===== src/sv/grid_cell_max_response_select_macros.svh =====
// ----------------------------------------------------------------------------
// Assertion macros for the grid cell maximum response selector
// Concurrent checks that vanish from synthesis builds.
// ----------------------------------------------------------------------------
`ifndef GRID_CELL_MAX_RESPONSE_SELECT_MACROS_SVH
`define GRID_CELL_MAX_RESPONSE_SELECT_MACROS_SVH

`ifndef SYNTHESIS

// property must hold at every edge outside reset
`define GCMS_ASSERT_HOLDS(lbl, clk, rstn, prop) \
    lbl: assert property (@(posedge clk) disable iff (!(rstn)) (prop)) \
        else $error("gcms assertion failed");

// consequent must hold in the cycle after the antecedent
`define GCMS_ASSERT_NEXT(lbl, clk, rstn, ante, cons) \
    lbl: assert property (@(posedge clk) disable iff (!(rstn)) (ante) |=> (cons)) \
        else $error("gcms assertion failed");

`else

`define GCMS_ASSERT_HOLDS(lbl, clk, rstn, prop)
`define GCMS_ASSERT_NEXT(lbl, clk, rstn, ante, cons)

`endif

`endif


===== src/sv/gcms_pkg.sv =====
// ----------------------------------------------------------------------------
// gcms_pkg
// Shared types, register indexes and helper functions of the grid selector.
// ----------------------------------------------------------------------------
`default_nettype none

package gcms_pkg;

    // default size of the cell store
    localparam int CELLS_DEFAULT = 64;

    // field widths
    localparam int POS_W   = 16;
    localparam int RESP_W  = 16;
    localparam int ID_W    = 16;
    localparam int INV_W   = 17;
    localparam int COUNT_W = 7;
    localparam int AXIS_W  = 6;
    localparam int PROD_W  = POS_W + INV_W;
    localparam int ENTRY_W = 2 * POS_W + RESP_W + ID_W;
    localparam int CFG_AW  = 3;
    localparam int CFG_DW  = INV_W;

    // configuration register indexes
    localparam logic [CFG_AW-1:0] REG_ORIGIN_X   = 3'd0;
    localparam logic [CFG_AW-1:0] REG_ORIGIN_Y   = 3'd1;
    localparam logic [CFG_AW-1:0] REG_INV_WIDTH  = 3'd2;
    localparam logic [CFG_AW-1:0] REG_INV_HEIGHT = 3'd3;
    localparam logic [CFG_AW-1:0] REG_GRID_COLS  = 3'd4;
    localparam logic [CFG_AW-1:0] REG_GRID_ROWS  = 3'd5;

    // request codes
    localparam logic REQ_INSERT = 1'b0;
    localparam logic REQ_FLUSH  = 1'b1;

    // sequencer states
    typedef enum logic [3:0] {
        ST_IDLE,
        ST_MUL_X,
        ST_MUL_Y,
        ST_CAP_Y,
        ST_MUL_C,
        ST_ADDR,
        ST_CMP,
        ST_FL_SCAN,
        ST_FL_OUT,
        ST_FL_EMPTY
    } gcms_state_t;

    // control group from sequencer to cell store
    typedef struct packed {
        logic rd_en;
        logic wr_en;
        logic clear_all;
    } gcms_store_ctrl_t;

    // zero means one column, above 64 means 64
    function automatic logic [COUNT_W-1:0] clamp_count(input logic [COUNT_W-1:0] n);
        logic [COUNT_W-1:0] r;
        if (n == '0) begin
            r = 7'd1;
        end else if (n > 7'd64) begin
            r = 7'd64;
        end else begin
            r = n;
        end
        return r;
    endfunction

    // offset to the origin, saturated at zero
    function automatic logic [POS_W-1:0] sat_offset(input logic [POS_W-1:0] pos,
                                                    input logic [POS_W-1:0] origin);
        logic [POS_W-1:0] r;
        if (pos >= origin) begin
            r = pos - origin;
        end else begin
            r = '0;
        end
        return r;
    endfunction

    // integer part of the scaled offset, clamped to count - 1
    function automatic logic [AXIS_W-1:0] clamp_index(input logic [PROD_W-1:16] q,
                                                      input logic [COUNT_W-1:0] count);
        logic [COUNT_W-1:0] lim;
        logic [AXIS_W-1:0]  r;
        lim = count - 7'd1;
        if (q > {{(PROD_W-16-COUNT_W){1'b0}}, lim}) begin
            r = lim[AXIS_W-1:0];
        end else begin
            r = q[AXIS_W+15:16];
        end
        return r;
    endfunction

endpackage

`default_nettype wire


===== src/sv/gcms_mul_unit.sv =====
// ----------------------------------------------------------------------------
// gcms_mul_unit
// Shared 16 x 17 multiplier with a registered product, reused for both axes
// and for the row times columns step.
// ----------------------------------------------------------------------------
`default_nettype none

module gcms_mul_unit (
    input  wire logic                       aclk,
    input  wire logic [gcms_pkg::POS_W-1:0]  op_a,
    input  wire logic [gcms_pkg::INV_W-1:0]  op_b,
    output logic      [gcms_pkg::PROD_W-1:0] prod
);
    import gcms_pkg::*;

    logic [PROD_W-1:0] prod_reg;

    // one product a cycle
    always_ff @(posedge aclk) begin
        prod_reg <= PROD_W'(op_a) * PROD_W'(op_b);
    end

    assign prod = prod_reg;

endmodule

`default_nettype wire


===== config.mk =====
export PLATFORM = sky130hd
export DESIGN_NAME = gcms_mul_unit
export DESIGN_NICKNAME = d
export VERILOG_FILES = /design/src/sv/grid_cell_max_response_select_macros.svh /design/src/sv/gcms_pkg.sv /design/src/sv/gcms_mul_unit.sv
export SDC_FILE = /design/constraint.sdc
export NUM_CORES = 1
export LEC_CHECK = 0
export BUFFER_PORTS_ARGS = -buffer_cell sky130_fd_sc_hd__buf_2
export CORE_ASPECT_RATIO = 1.1
export CORE_UTILIZATION = 60
export CTS_CLUSTER_SIZE = 40
export DETAILED_ROUTE_END_ITERATION = 12
export GPL_TIMING_DRIVEN = 0
export PLACE_DENSITY_LB_ADDON = 0.12
export SYNTH_ARGS = -nofsm -noshare
export SYNTH_HDL_FRONTEND = slang
export SYNTH_SLANG_ARGS = --single-unit

===== constraint.sdc =====
create_clock -name aclk -period 6.8 [get_ports aclk]
set_clock_uncertainty 0.05 [all_clocks]
set_input_delay 0.68 -clock aclk [delete_from_list [all_inputs] [get_ports aclk]]
set_output_delay 0.68 -clock aclk [all_outputs]
set_load 0.01 [all_outputs]

==> metrics.cfg <==
[yosys]
number_of_enable_type_register_cells_in_the_synthesized_netlist = 0
synth-warning-count = 0
ys_seq_area_share_pct = 6.83
synth.distinct_cells = 49
synth-main-ff-cell = sky130_fd_sc_hd__dfxtp_1
yosys.area_share.xor_xnor_pct = 2.62
muxShareOfSynthArea_pct = 0
synth_fp_nets = 1415
mappedNetlistArea_sq_um = 9680
synth_fa_ha_area_share_pct = 56.6
asyncSetResetFlopFracSynth_pct = 0
syn-mean-instance-area_sq_um = 9.06
synth_top_family_by_area = adder cells
yosys_register_bits = 33
synth_simple_gate_area_share_pct = 17.3
synth_compound_gate_area_share_pct = 5.95
synthesis.instances = 1068

[setup_path]
timing.critical_path.cells = buf_2, clkbuf_2, nand2_1, fa_1, fa_1, inv_1, fa_1, fa_1, inv_1, fa_1, fa_1, inv_1, ha_1, clkbuf_1, nand4_1, a2111oi_4, nor4_4, o21ai_1, a211oi_1, a41o_1, nor3_1
worst_ep_required_time_ps = 6950
path_common_cell = sky130_fd_sc_hd__fa_1
cp-endpoint = prod[32]
cp_top_family = adder cells
worst-endpoint-arrival_ps = 6670
critical_path.max_stage_delay_ps = 560
worst-path-max-fanout = 10
cp-end-kind = flop
critical_path_startpoint = op_b[13]
cp_startpoint_kind = primary input
cpMaxStageDelayCell = sky130_fd_sc_hd__fa_1
depth_of_the_critical_timing_path_with_buffers_and_inverters_included = 21
critical_path_class = primary input to flop
critical_path.n_buffers_inverters = 6

[cts]
clockRootBuffer = sky130_fd_sc_hd__clkbuf_16
clock_sinks = 33
cts_htree_levels = 2
worst_setup_hold_path_clk_slew_ps = 50
tritoncts = yes
ctsLongestPathBuffers = 2
cts-buffers-inserted = 5
ctsHoldBuffers = 0

[placement]
port_buffers = 66
pre_cts_ws_ps = -239
detailed_place.area_sq_um = 10300
place.detailed.hpwl_um = 20200
dpl.cell_count = 1334
finalWeightedCongestion = 0.903

[job]
timing.max_cap.violations = 0

[final_layout]
layout-drive-gt1-share_pct = 9.12
multi_input_area_sq_um = 8000
final-seq-area_sq_um = 661
antenna_cells = 0
largest_register_ff_count = 33
commonest_non_fill_non_tap_cell_in_the_layout = sky130_fd_sc_hd__inv_1
final_cells = 1329
fillCellCount = 1377
synthToLayoutAreaGrowth_pct = 7.32
leading_cell_types_in_the_layout_fill_and_taps_excluded = sky130_fd_sc_hd__inv_1, sky130_fd_sc_hd__fa_1, sky130_fd_sc_hd__nand2_1
stdcell_area_sq_um = 10400
finish.net_count = 1477

[outcome]
outcome = finished, final reports clean

[detailed_routing]
drt.antenna.violating_nets = 0
wire_per_inst_um = 17.4
detail_route.iter0.violations = 424
drt_pass1_iterations = 5
met3_wirelength_um = 1080
finalWirelength_um = 23100
wl_met2_um = 12000
remaining_drc_errors = 0
route.detailed.vias_per_inst = 5.52
highest_layer = met4
route.layer.met1.wl_um = 8790
vias = 7334

[sta]
timing.final.max_slew_violations = 0
setup_violations = 0
fin_crit_ps = 6530
setup_ws_ps = 271
unrepaired_setup_endpoints_after_global_routing = no
hold_viol_final = 0
worst_hold_margin_ps = 668
max_slew_margin_pct = 61.9
max_slew.worst_pin.slew_ps = 571
max_clock_freq_mhz = 153
fin_crit_sh_pct = 96.0

[global_routing]
grt_first_pass_wirelength_um = 37900
globalRouteOverflowTotal = 0
grt_antenna_before_repair = 0
grt_use_total_pct = 30.7
number_of_global_route_vias_before_repair = 7546
maximum_number_of_pins_on_one_net_before_global_route_repair = 11

[die]
dieHeight_um = 135
core.rowCount = 48
initial_core_util_pct = 61.5
io-pin-count = 67
core_area_sq_um = 15700
design.die.area_sq_um = 16600
die_x_um = 123

[worst_hold_path]
hold_class = primary input to flop
hp-start = op_a[0]

==> Yosys cell counts, drive strengths merged, types with 2 or more instances <==
| library cell | instances | area share, % |
|---|---|---|
| dfxtp | 33 | 6.8 |
| clkbuf | 40 | 1.6 |
| nor2 | 13 | 0.50 |
| and2 | 130 | 8.4 |
| ha | 105 | 14 |
| a21o | 11 | 0.85 |
| buf | 2 | 0.10 |
| nand2 | 166 | 6.5 |
| xnor2 | 14 | 1.3 |
| a211oi | 4 | 0.36 |
| o211ai | 4 | 0.36 |
| o21ai | 13 | 0.67 |
| o21a | 5 | 0.40 |
| inv | 233 | 9.0 |
| nand3 | 6 | 0.41 |
| nor3 | 2 | 0.10 |
| xor2 | 15 | 1.4 |
| o22ai | 2 | 0.13 |
| nand2b | 2 | 0.13 |
| a21oi | 25 | 1.3 |
| and3 | 4 | 0.26 |
| nand4 | 6 | 0.39 |
| fa | 208 | 43 |
| nor2b | 3 | 0.19 |
| a31oi | 4 | 0.26 |
| o31ai | 2 | 0.30 |
| a311oi | 2 | 0.31 |
==> what timing repair did <==
item | 4_1_cts | 5_1_grt
resized for setup | 0 | 30
endpoints found under the setup margin | 0 | 6
setup buffers | 0 | 0
==> layer usage <==
layer / vias to the layer above / global-route usage, %
met5: - / 0
met4: 0 / 14.8
met3: 61 / 4.04
met2: 235 / 52.5
met1: 3713 / 38.4
li1: 3325 / -
==> area by class of cell <==
| cell class | count | area share [%] |
|---|---|---|
| Inverter | 233 | 8.42 |
| Multi-Input combinational cell | 760 | 77.1 |
| Clock inverter | 1 | 0.0482 |
| Clock buffer | 5 | 1.20 |
| Timing Repair Buffer | 66 | 3.18 |
| Sequential cell | 33 | 6.36 |
| Tap cell | 200 | 2.41 |
| Buffer | 31 | 1.33 |
==> kinds of logic after synthesis <==
kind of cell	count (synthesis)
buffers and inverters	275
DFF	33
and+or+nand+nor	337
xor gates and xnor gates	29
adders and majority gates	313
AOI/OAI and AO/OA	81
==> worst min-delay path by stage <==
stage / slack [ps] / depth (start not counted) / endpoint
6_report: 670 / 2 / prod[0]
5_1_grt: 700 / 2 / prod[0]
3_3_place_gp: 940 / 2 / prod[0]
3_5_place_dp: 950 / 2 / prod[0]
2_1_floorplan: 750 / 1 / prod[0]
4_1_cts: 670 / 2 / prod[0]
==> stage by stage <==
stage | TNS (ps) | util [%]
4_1_cts | 0 | 66.0
3_3_place_gp | -361 | 65.2
2_1_floorplan | 0 | -
6_report | 0 | 66.0
5_1_grt | 0 | 66.0
3_5_place_dp | -611 | 65.2
Power is left out: the tool's default activity adds up to more than one toggle a clock period on the data nets, which glitch-free logic cannot reach.
