## src/sv/grid_cell_max_response_select_macros.svh

```systemverilog
// ----------------------------------------------------------------------------
// Assertion macros for the grid cell maximum response selector
// Concurrent checks that vanish from synthesis builds.
// ----------------------------------------------------------------------------
`ifndef GRID_CELL_MAX_RESPONSE_SELECT_MACROS_SVH
`define GRID_CELL_MAX_RESPONSE_SELECT_MACROS_SVH

`ifndef SYNTHESIS

// property must hold at every edge outside reset
`define GCMS_ASSERT_HOLDS(lbl, clk, rstn, prop) \
    lbl: assert property (@(posedge clk) disable iff (!(rstn)) (prop)) \
        else $error("gcms assertion failed");

// consequent must hold in the cycle after the antecedent
`define GCMS_ASSERT_NEXT(lbl, clk, rstn, ante, cons) \
    lbl: assert property (@(posedge clk) disable iff (!(rstn)) (ante) |=> (cons)) \
        else $error("gcms assertion failed");

`else

`define GCMS_ASSERT_HOLDS(lbl, clk, rstn, prop)
`define GCMS_ASSERT_NEXT(lbl, clk, rstn, ante, cons)

`endif

`endif

```

## src/sv/gcms_pkg.sv

```systemverilog
// ----------------------------------------------------------------------------
// gcms_pkg
// Shared types, register indexes and helper functions of the grid selector.
// ----------------------------------------------------------------------------
`default_nettype none

package gcms_pkg;

    // default size of the cell store
    localparam int CELLS_DEFAULT = 64;

    // field widths
    localparam int POS_W   = 16;
    localparam int RESP_W  = 16;
    localparam int ID_W    = 16;
    localparam int INV_W   = 17;
    localparam int COUNT_W = 7;
    localparam int AXIS_W  = 6;
    localparam int PROD_W  = POS_W + INV_W;
    localparam int ENTRY_W = 2 * POS_W + RESP_W + ID_W;
    localparam int CFG_AW  = 3;
    localparam int CFG_DW  = INV_W;

    // configuration register indexes
    localparam logic [CFG_AW-1:0] REG_ORIGIN_X   = 3'd0;
    localparam logic [CFG_AW-1:0] REG_ORIGIN_Y   = 3'd1;
    localparam logic [CFG_AW-1:0] REG_INV_WIDTH  = 3'd2;
    localparam logic [CFG_AW-1:0] REG_INV_HEIGHT = 3'd3;
    localparam logic [CFG_AW-1:0] REG_GRID_COLS  = 3'd4;
    localparam logic [CFG_AW-1:0] REG_GRID_ROWS  = 3'd5;

    // request codes
    localparam logic REQ_INSERT = 1'b0;
    localparam logic REQ_FLUSH  = 1'b1;

    // sequencer states
    typedef enum logic [3:0] {
        ST_IDLE,
        ST_MUL_X,
        ST_MUL_Y,
        ST_CAP_Y,
        ST_MUL_C,
        ST_ADDR,
        ST_CMP,
        ST_FL_SCAN,
        ST_FL_OUT,
        ST_FL_EMPTY
    } gcms_state_t;

    // control group from sequencer to cell store
    typedef struct packed {
        logic rd_en;
        logic wr_en;
        logic clear_all;
    } gcms_store_ctrl_t;

    // zero means one column, above 64 means 64
    function automatic logic [COUNT_W-1:0] clamp_count(input logic [COUNT_W-1:0] n);
        logic [COUNT_W-1:0] r;
        if (n == '0) begin
            r = 7'd1;
        end else if (n > 7'd64) begin
            r = 7'd64;
        end else begin
            r = n;
        end
        return r;
    endfunction

    // offset to the origin, saturated at zero
    function automatic logic [POS_W-1:0] sat_offset(input logic [POS_W-1:0] pos,
                                                    input logic [POS_W-1:0] origin);
        logic [POS_W-1:0] r;
        if (pos >= origin) begin
            r = pos - origin;
        end else begin
            r = '0;
        end
        return r;
    endfunction

    // integer part of the scaled offset, clamped to count - 1
    function automatic logic [AXIS_W-1:0] clamp_index(input logic [PROD_W-1:16] q,
                                                      input logic [COUNT_W-1:0] count);
        logic [COUNT_W-1:0] lim;
        logic [AXIS_W-1:0]  r;
        lim = count - 7'd1;
        if (q > {{(PROD_W-16-COUNT_W){1'b0}}, lim}) begin
            r = lim[AXIS_W-1:0];
        end else begin
            r = q[AXIS_W+15:16];
        end
        return r;
    endfunction

endpackage

`default_nettype wire

```

## src/sv/gcms_cell_store.sv

```systemverilog
// ----------------------------------------------------------------------------
// gcms_cell_store
// Per-cell best keypoint memory with registered read and flop valid bits.
// ----------------------------------------------------------------------------
`default_nettype none

module gcms_cell_store #(
    parameter int CELLS = gcms_pkg::CELLS_DEFAULT,
    parameter int AW    = (CELLS > 1) ? $clog2(CELLS) : 1
) (
    input  wire logic                          aclk,
    input  wire logic                          aresetn,
    input  wire gcms_pkg::gcms_store_ctrl_t    ctrl,
    input  wire logic [AW-1:0]                 rd_addr,
    input  wire logic [AW-1:0]                 wr_addr,
    input  wire logic [gcms_pkg::ENTRY_W-1:0]  wr_data,
    output logic      [gcms_pkg::ENTRY_W-1:0]  rd_data,
    output logic      [CELLS-1:0]              valid
);
    import gcms_pkg::*;

    logic [ENTRY_W-1:0] cell_mem [CELLS];
    logic [ENTRY_W-1:0] rd_data_reg;
    logic [CELLS-1:0]   valid_reg;

    // entry write and registered read
    always_ff @(posedge aclk) begin
        if (ctrl.wr_en) begin
            cell_mem[wr_addr] <= wr_data;
        end
        if (ctrl.rd_en) begin
            rd_data_reg <= cell_mem[rd_addr];
        end
    end

    // valid marks: set on write, all cleared after a flush
    always_ff @(posedge aclk) begin
        if (!aresetn) begin
            valid_reg <= '0;
        end else if (ctrl.clear_all) begin
            valid_reg <= '0;
        end else if (ctrl.wr_en) begin
            valid_reg[wr_addr] <= 1'b1;
        end
    end

    assign rd_data = rd_data_reg;
    assign valid   = valid_reg;

endmodule

`default_nettype wire

```

## config.mk

```make
export PLATFORM = sky130hd
export DESIGN_NAME = gcms_cell_store
export DESIGN_NICKNAME = d
export VERILOG_FILES = /design/src/sv/grid_cell_max_response_select_macros.svh /design/src/sv/gcms_pkg.sv /design/src/sv/gcms_cell_store.sv
export SDC_FILE = /design/constraint.sdc
export NUM_CORES = 2
export LEC_CHECK = 0
export ABC_AREA = 0
export BUFFER_PORTS_ARGS = -buffer_cell sky130_fd_sc_hd__clkbuf_2
export CORE_AREA = 2 2 485 607
export CTS_BUF_LIST = sky130_fd_sc_hd__clkbuf_4
export CTS_CLUSTER_DIAMETER = 150
export CTS_CLUSTER_SIZE = 30
export DETAILED_ROUTE_END_ITERATION = 10
export DIE_AREA = 0 0 487 609
export GPL_ROUTABILITY_DRIVEN = 0
export GPL_TIMING_DRIVEN = 0
export MAX_ROUTING_LAYER = met4
export PLACE_DENSITY = 0.74
export SYNTH_ARGS = -nofsm -noshare
export SYNTH_HDL_FRONTEND = slang
export SYNTH_SLANG_ARGS = --single-unit
```

## constraint.sdc

```tcl
create_clock -name aclk -period 6.76 [get_ports aclk]
set_clock_uncertainty 0.1 [all_clocks]
set_input_delay 1.352 -clock aclk [delete_from_list [all_inputs] [get_ports aclk]]
set_output_delay 1.352 -clock aclk [all_outputs]
set_load 0.02 [all_outputs]
```

==> flow_summary.ini <==
[run]
maxCapViolCount = 4

[worst_setup_path]
cp.buffers_inverters = 4
critPathCaptureType = flop
crit_path_max_incr_delay_ns = 0.95
crit_required_ns = 7.88
cp-start-kind = input pin
rr_worst_depth = 5
worstSetupPathType = input pin to flop
cp_top_family = buffers and inverters
slowest_stage = clkbuf_1
timing.rr.start = cell_mem[61][29]
critPathMaxFanout = 13
r2r-end = rd_data[29]
cp.arrival_ns = 5.98
crit_chain = clkbuf_2 > buf_2 > buf_2 > clkbuf_1 > mux4_2 > mux2i_1 > o22ai_1 > a31oi_1 > nor2_1
ff2ff_setup_slack_ns = 3.84
crit_path_frequent_cell = buf_2

[power_and_ir_drop]
seq_power_share_pct = 72.0
peakVddDrop_mv = 0.248
clkPwrFrac_pct = 21.0
sw_frac_of_total_pct = 22.4
power_density_nw_per_um2 = 234
p_total_mw = 40.4
combinationalPowerShare_pct = 7.0
power.leakage_nw = 52.6
internal_power_mw = 31.3
switchingPower_mw = 9.04

[synthesis]
post_synth.cell_area_avg_sq_um = 23.0
synthCells = 6920
async_flop_share_pct = 0
synth_top_area_share_pct = 78.4
ys_seq_area_share_pct = 79.2
yosys.area.top_type = edfxtp_1
synth.net_count = 7001
synth_flop_cell = edfxtp_1
synth-edff-count = 4160
ys_warn_count = 0
synth.distinct_cells = 37
ys_ff_latch = 4224
syn-cell-area_sq_um = 159000
synth_area_leaders = edfxtp_1, mux4_2, mux2i_1

[sta]
relSlewSlack_pct = -5.32
worst_hold_slack_ns = 0.150
setup_slack_ns = 1.90
fmax_ghz = 0.206
slew_violations = 97
rsz0062_at_grt = false
tightest_slew_ns = 1.58
min_period_over_period_pct = 71.9
finalSetupViolations = 0
hold_violations = 0
fin_crit_ns = 4.86
fin_setup_tns_ns = 0

[min_path]
min_from = wr_data[22]
hold-path-endpoint = cell_mem[28][22]
hold_path.class = input pin to flop
min_path_cells = 1

[placed_design]
port_buffers = 204
place_ws_ns = 0.687
dp_hpwl_microns = 310000

[detailed_routing]
drt-total-wl_microns = 454000
vias = 79635
first_pass_iters = 6
postRouteAntennaNets = 0
first_iter_violations = 13554
drc_errors = 0
wl_per_cell_microns = 39.7
avgViaCountPerCell = 6.97

[clock_network]
root_buffer = clkbuf_4
cts-htree-levels = 4
tritoncts = done
holdBufCountCts = 0
ctsLongestPathBuffers = 4
post_cts_buffers = 0
clkLatencyLatePin_ns = 1.49
cts.sinks = 4224
cts_buffers = 167
cts_resized = 0
path_clk_slew_ns = 0.26

[floorplanning]
core-area_sq_um = 291000
chipWidth_microns = 487
rows = 222
ios = 209
start_util_pct = 54.7
dieArea_sq_um = 297000
die_h_microns = 609

[final_layout]
nets = 7605
drive_gt1_share_pct = 26.5
syn_to_final_growth_pct = 8.21
largest_reg_flops = 4096

[status]
outcome = finished with violations
violations = capacitance limit, slew limit

[global_route]
grt_max_degree = 65
antenna_found_initial = 34
grt_pass1_vias = 78254
overflow = 0
track_usage_pct = 31.4
grt_pass1_wl_microns = 619000
## metrics by stage
step | area, sq um | utilization (%) | instances
finish | 172000 | 59.2 | 11432
CTS | 172000 | 59.0 | 11353
detailed placement | 170000 | 58.5 | 11154
global route | 172000 | 59.1 | 11406
global placement | 165000 | 56.7 | 10932
floorplan | 159000 | - | 6920
## power by group through the flow
| stage | Clock (mW) | Combinational, mW | Sequential [mW] |
|---|---|---|---|
| after global placement | 0 | 2.64 | 29.6 |
| final | 8.46 | 2.84 | 29.1 |
| after global routing | 9.12 | 2.92 | 29.1 |
| after CTS | 8.42 | 2.79 | 29.1 |
| after detailed placement | 0 | 2.78 | 29.6 |
| after floorplan | 0 | 1.35 | 29.6 |
## cells in the final DEF, fill, tap and decap left out, drive strengths merged, types with 2 or more instances in the layout
cell type and n:
a211o 18, a22oi 128, a2bb2oi 19, a31oi 19
a41oi 25, and2 3, and3 20, buf 495
bufinv 2, clkbuf 524, dfxtp 64, diode 70
edfxtp 4160, inv 22, mux2i 154, mux4 1024
nand2 237, nand2b 8, nand3 131, nand3b 2
nand4 128, nor2 112, nor2b 10, nor3 4
o21a 64, o21ai 19, o221ai 20, o22ai 82
or2 27, or3 26, or3b 2
## cells by family (layout without fill, tap and decap cells)
| group | Yosys count | count (layout) | synth area share [%] |
|---|---|---|---|
| AO/OA/AOI/OAI | 397 | 397 | 1.83 |
| buffers and inverters | 410 | 1044 | 1.37 |
| flip-flops | 4224 | 4224 | 79.2 |
| multiplexers | 1178 | 1178 | 15.4 |
| other | 0 | 70 | 0 |
| AND/OR/NAND/NOR | 711 | 711 | 2.15 |
## how the worst max path moves through the flow
stage	start	endpoint	slack (ns)	depth (start not counted)
finish	rd_addr[2]	rd_data[29]	1.90	9
detailed placement	rd_addr[2]	rd_data[29]	0.69	9
CTS	rd_addr[2]	rd_data[29]	2.32	9
global route	rd_addr[2]	rd_data[45]	2.15	9
global placement	wr_addr[0]	cell_mem[23][38]	-3.78	4
floorplan	wr_addr[3]	cell_mem[37][0]	1.30	4
## cell type report
class,count,area (sq um)
Sequential cell,4224,126000
Fill cell,19730,119000
Multi-Input combinational cell,2286,31400
Timing Repair Buffer,435,6090
Tap cell,3808,4760
Buffer,391,2120
Clock buffer,193,1450
Antenna cell,70,175
Clock inverter,6,104
Inverter,19,71.3
## synthesized netlist by cell type (2+ instances only)
cell type	count
a211o_1	18
a22oi_1	128
a2bb2oi_1	19
a31oi_1	19
a41oi_1	25
and2_1	3
and3_1	20
buf_1	14
buf_2	137
buf_4	87
buf_6	19
clkbuf_1	134
dfxtp_1	64
edfxtp_1	4160
inv_1	19
mux2i_1	154
mux4_2	1024
nand2_1	237
nand2b_1	8
nand3_1	131
nand3b_1	2
nand4_1	128
nor2_1	111
nor2b_1	10
nor3_1	4
o21a_1	64
o21ai_0	19
o221ai_1	20
o22ai_1	82
or2_2	27
or3_1	26
or3b_2	2
## layer usage
metal	routed length [microns]	GRT usage (%)	vias to the layer above
met5	0	-	-
met4	28600	16.0	0
met1	146000	38.1	41664
met2	223000	49.7	6267
li1	-	-	30417
met3	56200	7.31	1287
Power figures use the tool's default switching activity.
